--- config.mk ---
export PLATFORM = sky130hd
export DESIGN_NAME = ddh_dist
export DESIGN_NICKNAME = d
export VERILOG_FILES = /design/src/hdl/ddh_pkg.sv /design/src/hdl/ddh_dist.sv
export SDC_FILE = /design/constraint.sdc
export NUM_CORES = 2
export LEC_CHECK = 0
export ABC_CLOCK_PERIOD_IN_PS = 11200
export BUFFER_PORTS_ARGS = -buffer_cell sky130_fd_sc_hd__buf_2
export CORE_MARGIN = 4
export CORE_UTILIZATION = 55
export DETAILED_ROUTE_END_ITERATION = 6
export PLACE_DENSITY = 0.72
export SLEW_MARGIN = 10
export SYNTH_ARGS = -nofsm -noshare
export SYNTH_HDL_FRONTEND = slang
export SYNTH_SLANG_ARGS = --single-unit
export TNS_END_PERCENT = 1
--- constraint.sdc ---
create_clock -name clk -period 11.2 [get_ports clk]
set_input_delay 0.56 -clock clk [delete_from_list [all_inputs] [get_ports clk]]
set_output_delay 0.56 -clock clk [all_outputs]
set_load 0.02 [all_outputs]
--- src/hdl/ddh_pkg.sv ---
// ----------------------------------------------------------------------------
// ddh_pkg
// Shared types and constants for the displacement distance histogram.
// ----------------------------------------------------------------------------
package ddh_pkg;

  localparam int NUM_BINS_DEF   = 1024;
  localparam int COORD_BITS_DEF = 24;
  localparam int COUNT_BITS_DEF = 32;

  localparam int KIND_BITS   = 2;
  localparam int TYPE_BITS   = 3;
  localparam int ADDR_BITS   = 10;
  localparam int STATUS_BITS = 2;
  localparam int OUT_CNT_BITS = 32;
  localparam int WIDTH_BITS  = 16;
  localparam int USE_BITS    = 11;
  // axis differences at or above 2^27 are always beyond
  localparam int AXIS_BITS   = 27;
  localparam int SQ_BITS     = 56;
  localparam int ROOT_BITS   = 28;

  localparam logic [1:0] KIND_ACC   = 2'd0;
  localparam logic [1:0] KIND_CLEAR = 2'd2;

  localparam logic [1:0] CFG_SPECIES = 2'd0;
  localparam logic [1:0] CFG_WIDTH   = 2'd1;
  localparam logic [1:0] CFG_USE     = 2'd2;

  typedef enum logic [1:0] {
    ST_COUNTED = 2'd0,
    ST_BEYOND  = 2'd1,
    ST_SKIPPED = 2'd2,
    ST_READ    = 2'd3
  } status_t;

  typedef enum logic [2:0] {
    S_INIT, S_IDLE, S_SQUARE, S_ROOT, S_DIV, S_READ, S_WRITE, S_OUT
  } state_t;

endpackage

--- src/hdl/ddh_dist.sv ---
// ----------------------------------------------------------------------------
// ddh_dist
// Displacement to bin index: squares, bit-serial integer root, serial divide.
// ----------------------------------------------------------------------------
module ddh_dist #(
  parameter int COORD_BITS = 24
) (
  input  logic                                clk,
  input  logic                                rst,
  input  logic                                start,
  input  logic signed [COORD_BITS-1:0]        sx, sy, sz, lx, ly, lz,
  input  logic [ddh_pkg::WIDTH_BITS-1:0]      bin_width,
  output logic                                done,
  output logic                                far,
  output logic [ddh_pkg::ROOT_BITS-1:0]       index
);
  import ddh_pkg::*;

  localparam int DB = COORD_BITS + 1;

  typedef enum logic [2:0] {P_IDLE, P_SQ, P_SUM, P_ROOT, P_DIV} phase_t;

  phase_t phase;
  logic [DB-1:0] ax, ay, az;
  logic [SQ_BITS-1:0] sq, sumsq, rem;
  logic [ROOT_BITS-1:0] root, quo;
  logic [4:0] step;
  logic [1:0] axis;
  logic [WIDTH_BITS:0] drem;
  logic [AXIS_BITS-1:0] msel;
  logic [SQ_BITS-1:0] trial;
  logic [WIDTH_BITS:0] dtry;
  logic [WIDTH_BITS-1:0] w;

  function automatic logic [DB-1:0] absd(input logic signed [COORD_BITS-1:0] a,
                                         input logic signed [COORD_BITS-1:0] b);
    logic signed [DB-1:0] d;
    d = DB'(a) - DB'(b);
    return d[DB-1] ? DB'(-d) : DB'(d);
  endfunction

  always_comb begin
    unique case (axis)
      2'd0:    msel = AXIS_BITS'(ax);
      2'd1:    msel = AXIS_BITS'(ay);
      default: msel = AXIS_BITS'(az);
    endcase
    trial = SQ_BITS'({rem, sumsq[2*step +: 2]}) - SQ_BITS'({root, 2'b01});
    w     = (bin_width == '0) ? WIDTH_BITS'(1) : bin_width;
    dtry  = {drem[WIDTH_BITS-1:0], root[ROOT_BITS-1 - step]} - {1'b0, w};
  end

  always_ff @(posedge clk) begin
    if (rst) begin
      phase <= P_IDLE;
      done  <= 1'b0;
    end else begin
      done <= 1'b0;
      unique case (phase)
        P_IDLE: if (start) begin
          ax <= absd(lx, sx); ay <= absd(ly, sy); az <= absd(lz, sz);
          phase <= P_SQ; axis <= 2'd0; sumsq <= '0;
        end
        P_SQ: begin
          if ((ax >> AXIS_BITS) != '0 || (ay >> AXIS_BITS) != '0
              || (az >> AXIS_BITS) != '0) begin
            far <= 1'b1; done <= 1'b1; phase <= P_IDLE;
          end else begin
            sq <= SQ_BITS'(msel) * SQ_BITS'(msel);
            phase <= P_SUM;
          end
        end
        P_SUM: begin
          sumsq <= sumsq + sq;
          if (axis == 2'd2) begin
            phase <= P_ROOT; step <= 5'(ROOT_BITS - 1); rem <= '0; root <= '0;
          end else begin
            axis <= axis + 2'd1; phase <= P_SQ;
          end
        end
        P_ROOT: begin
          if (!trial[SQ_BITS-1]) begin
            rem <= trial; root <= {root[ROOT_BITS-2:0], 1'b1};
          end else begin
            rem <= SQ_BITS'({rem, sumsq[2*step +: 2]});
            root <= {root[ROOT_BITS-2:0], 1'b0};
          end
          if (step == '0) begin
            phase <= P_DIV; drem <= '0;
          end else step <= step - 5'd1;
        end
        default: begin
          if (!dtry[WIDTH_BITS]) begin
            drem <= dtry; quo <= {quo[ROOT_BITS-2:0], 1'b1};
          end else begin
            drem <= {drem[WIDTH_BITS-1:0], root[ROOT_BITS-1 - step]};
            quo <= {quo[ROOT_BITS-2:0], 1'b0};
          end
          if (step == 5'(ROOT_BITS - 1)) begin
            far <= 1'b0; done <= 1'b1; phase <= P_IDLE;
          end else step <= step + 5'd1;
        end
      endcase
    end
  end

  // quotient is complete when done is raised with far low
  assign index = quo;
endmodule
# == After elaboration in Yosys (flattened, before gate mapping) ==
# Index checks and enable logic that the tools add are counted.
# totals
ff_bits,322
latch_bits,0
ramBits,0
mem_bits_ro,0
input_bits,163
out_inout_bits,30
wordCells,100
mem_count,0
# classes
n_addsub,13
mul,1
n_div,0
order_cmp,1
n_eq_ne,12
n_shift,1
n_mux,32
bitwise_logic,4
n_reduce_logical,20
# op_table
operator,count
case mux 56 bit (2 select lines),1
2-to-1 mux 54 bit,2
case mux 54 bit (2 select lines),1
negator 25 bit,3
subtractor 24 x 24 -> 25 bit,3
2-to-1 mux 24 bit,3
adder 56 x 54 -> 56 bit,1
2-to-1 mux 56 bit,1
case mux 28 bit (2 select lines),1
indexed part select 56 x 7 -> 2 bit,1
subtractor 56 x 30 -> 56 bit,1
multiplier 25 x 25 -> 50 bit,1
case mux 25 bit (2 select lines),1
2-to-1 mux 16 bit,3
"< comparator 32 x 6 -> 1 bit, second input constant",1
case mux 16 bit (2 select lines),1
2-to-1 mux 28 bit,1
subtractor 17 x 16 -> 17 bit,1
logical NOT 16 bit,1
2-to-1 mux 5 bit,3
case mux 5 bit (3 select lines),1
AND reduction 3 bit,5
case mux 3 bit (4 select lines),1
"inequality test 2 bit, second input constant",5
other kinds (28),41

# == Logic depth before layout (Yosys ltp) ==
# logic_depth
ltp_word,6
ltp_mapped,36
depth_no_buf,34

# == Worst setup path after synthesis ==
# OpenSTA, ideal clock, no wires.
# synth_timing
path_type,reg2reg
from,register axis[0]
to,register sq[48] (data pin)
setup_time_ps,264
arrival_ps,8538
required_ps,10936
slack_ps,2399
stages_incl_launch_ff,35
n_path_buf,3
synth_period_minus_slack_ps,8801
cell_sequence,edfxtp_1 -> inv_1 -> ha_1 -> clkbuf_1 -> nor2_1 -> clkbuf_1 -> a21oi_1 -> clkinv_1 -> clkbuf_1 -> nand2_1 -> fa_1 -> inv_1 -> fa_1 -> inv_1 -> fa_1 -> fa_1 -> inv_1 -> fa_1 -> fa_1 -> inv_1 -> fa_1 -> inv_1 -> ha_1 -> a21o_1 -> a21o_1 -> a21o_1 -> a31o_2 -> a31o_2 -> a21boi_0 -> a21boi_0 -> o2111ai_1 -> a221oi_1 -> o21ai_0 -> a221oi_1 -> xnor2_1
# synth_between
elab_chain_len,3
word_cells_on_any_way,4
# synth_lines
element,line_no,source
from (decl),ddh_dist.sv:28,logic [1:0] axis;
from (signal assigned),ddh_dist.sv:62,phase <= P_SQ; axis <= 2'd0; sumsq <= '0;
from (signal assigned),ddh_dist.sv:78,axis <= axis + 2'd1; phase <= P_SQ;
== test 2 x 1 -> 1 bit or logical NOT 2 bit (tied branches),ddh_dist.sv:43,unique case (axis)
case mux 25 bit (2 select lines) *,ddh_dist.sv:43,
multiplier 25 x 25 -> 50 bit *,ddh_dist.sv:69,sq <= SQ_BITS'(msel) * SQ_BITS'(msel);
to (signal assigned),ddh_dist.sv:69,
to (decl),ddh_dist.sv:25,"logic [SQ_BITS-1:0] sq, sumsq, rem;"
# Mark *: on every way between the ends. The rest lies on a longest branch, timed or not.
# A chain may end at the register's enable or synchronous reset.

# == Worst setup path after layout ==
# layout_timing
from,register axis[0]
to,register sq[49] (data pin)
# The elaborated chain is that of the path after synthesis.

==> results.cfg <==
[sta]
fin_setup_tns_ns = 0
clock-skew-final_ns = 0.0379
relSlewSlack = 0.255
rsz0062_at_grt = false
hold_ws_ns = 0.311
fmax_mhz = 95.9
worst_pin_slew_ns = 1.12
finalSetupViolations = 0
slew_violations = 0
fin_crit_sh = 0.931
min_period_ns = 10.43
finalHoldViolCount = 0

[synthesis]
async_flop_share = 0
synth-seq-cells = 317
ys.warnings.count = 0
yosysUniqueCellTypes = 85
synth_top_area_cell = fa_1
synth_top_area_frac = 0.237
synthFlopType = edfxtp_1
synth.avg_cell_area_um2 = 9.45
synth_area_leaders = fa_1 (24%), edfxtp_1 (24%), ha_1 (11%)
syn-num-nets = 5224
synthCells = 4229
synth_seq_area_share = 0.237
synth-edff-count = 313
synth_area_um2 = 40000

[global_routing]
grt-ovfl-total = 0
grt_max_degree = 83
track_usage = 0.248
antenna_found_initial = 1
grt_pass1_vias = 31000
grt_pass1_wl_um = 157000

[setup_path]
r2r-end = sq[49]
critical_path.max_fanout = 26
reg2reg_slack_ns = 0.77
cp.required_ns = 11.53
critPathKind = reg -> reg
crit_path_end = sq[49]
end_kind = flip-flop
reg2reg_from = axis[0]
startpoint_type = flip-flop
crit_slowest_cell = nor2_2
cp.arrival_ns = 10.75
cp_slowest_stage_delay_ns = 0.80
path_common_cell = inv_1
worstRegToRegCells = 32
crit_start = axis[0]

[layout]
layout.nets = 5382
drive_gt1_frac = 0.0813
synthToLayoutAreaGrowth_pct = 8.47
final_area_um2 = 43300
final_cells = 5366

[cts]
cts_tree = done
postCtsHoldBufs = 0
cts_root_buffer = clkbuf_16
cts_max_level = 2
post_cts_resized = 0
insertion_delay_ns = 0.59
clockBufferDepth = 3
clkTransAtPathRegs_ns = 0.06
cts_buffers = 37
cts.sinks = 317
post_cts_buffers = 0

[placement]
place_inst = 5298
hpwlAfterDp_um = 76200
placed_area_um2 = 42100
port-buffer-count = 191
gp_congestion = 0.933

[floorplanning]
fp-row-count = 98
io_pins = 193
start_util = 0.557
die_w_um = 278
coreArea_um2 = 71700
die_y_um = 278
dieArea_um2 = 77000

[drt]
wl_um = 94600
drcViolationCount = 0
drtIter0Drc = 2038
vias_per_cell = 5.59
first_pass_iters = 6
vias = 30000
wire_per_inst_um = 17.6
antenna_left = 0

[outcome]
status = completed

[min_path]
whs_path_depth = 2
holdCritPathClass = in -> reg

[run]
cap_violations = 0
[layout by cell type, fill, tap and decap left out, drive strengths merged, types with 13 or more instances in the layout]
cell | synthesis | final
a211oi | 32 | 32
a21o | 134 | 134
a21oi | 211 | 211
a22o | 25 | 25
a31oi | 30 | 30
and2 | 14 | 14
and3 | 26 | 26
buf | 18 | 238
clkbuf | 101 | 47
clkinv | 6 | 17
edfxtp | 313 | 313
fa | 473 | 473
ha | 359 | 359
inv | 849 | 851
mux2i | 50 | 50
mux4 | 18 | 18
nand2 | 297 | 297
nand2b | 35 | 35
nand3 | 55 | 55
nand4 | 13 | 13
nor2 | 400 | 400
nor2b | 32 | 32
nor3 | 53 | 53
nor4 | 23 | 23
o21a | 32 | 32
o21ai | 127 | 127
o21bai | 22 | 22
o31ai | 14 | 14
or3 | 15 | 15
xnor2 | 188 | 188
xor2 | 83 | 83
[Yosys cell counts, types with 7 or more instances]
cell type and number:
inv_1 846, mux2i_1 50, and2_1 13, a22o_1 25, a211o_1 8, a21o_1 134
mux4_2 18, a21boi_0 12, o21a_1 32, nand2_1 297, o31ai_1 14, nand3_1 55
ha_1 359, nand4_1 13, a21oi_1 211, xnor2_1 188, o31a_1 7, o21bai_1 21
xor2_1 83, a31oi_1 30, nand2b_1 35, a41oi_1 8, a211oi_1 32, a31o_2 11
or3_1 14, nor2_1 400, clkbuf_1 101, o21ai_0 127, nor3_1 53, nor4_1 21
buf_1 13, edfxtp_1 313, nor4b_1 12, and3_1 26, a221oi_1 8, o211ai_1 10
nor2b_1 32, fa_1 473
[critical path, delay by kind of cell (launching register included)]
kind                       cells  cell delay, ns
AOI/OAI and AO/OA             10            3.17
xor gates and xnor gates       1            0.13
adders and majority gates      9            4.31
buffers and inverters          8            0.86
DFF                            1            0.38
and+or+nand+nor                4            1.31
[final cells by class]
cell class              count  area (um2)
fillers                  6009       28400
multi-input cells        2938       26900
flip-flops and latches    317        9480
inverters                 855        3210
repair buffers            238        1310
well taps                 950        1190
clock buffers              47         983
clock inverters            20         303
diodes                      1        2.50
[stage by stage]
stage          setup slack (ns)   util
2_1_floorplan              2.40      -
6_report                  0.772  0.604
3_5_place_dp              0.830  0.586
4_1_cts                   0.837  0.604
3_3_place_gp               1.07  0.586
5_1_grt                   0.182  0.604
[registers in the layout (all words and copies together) (netlist names)]
signal	flops
sumsq	56
rem	54
sq	49
index	28
root	28
ax	25
ay	25
az	25
drem	16
step	5
phase	3
axis	2
done	1
[how the worst min path moves through the flow]
stage	end	startpoint	slack (ns)
floorplan	root[10]	root[9]	0.56
global placement	index[17]	index[16]	0.43
detailed placement	index[6]	index[5]	0.43
CTS	phase[2]	rst	0.29
global route	phase[2]	rst	0.33
finish	phase[2]	rst	0.31
[kinds of logic after synthesis]
logic type / Yosys count / synth area share
compound gates: 747 / 0.123
xor+xnor: 271 / 0.0594
fa+ha+maj: 832 / 0.349
buf+inv: 974 / 0.0919
flops: 317 / 0.237
mux: 72 / 0.0238
other cells: 1 / 0.0000938
simple gates: 1015 / 0.115
[layer usage]
layer,vias to the layer above,wire (um),track usage
li1,14300,-,-
met1,14500,39200,0.325
met2,1045,44900,0.419
met3,227,7040,0.0468
met4,2,3320,0.0818
met5,-,152,0.0144
Power is not shown: default switching activity piles up to over one toggle a cycle in this logic, so the estimate is an artifact.
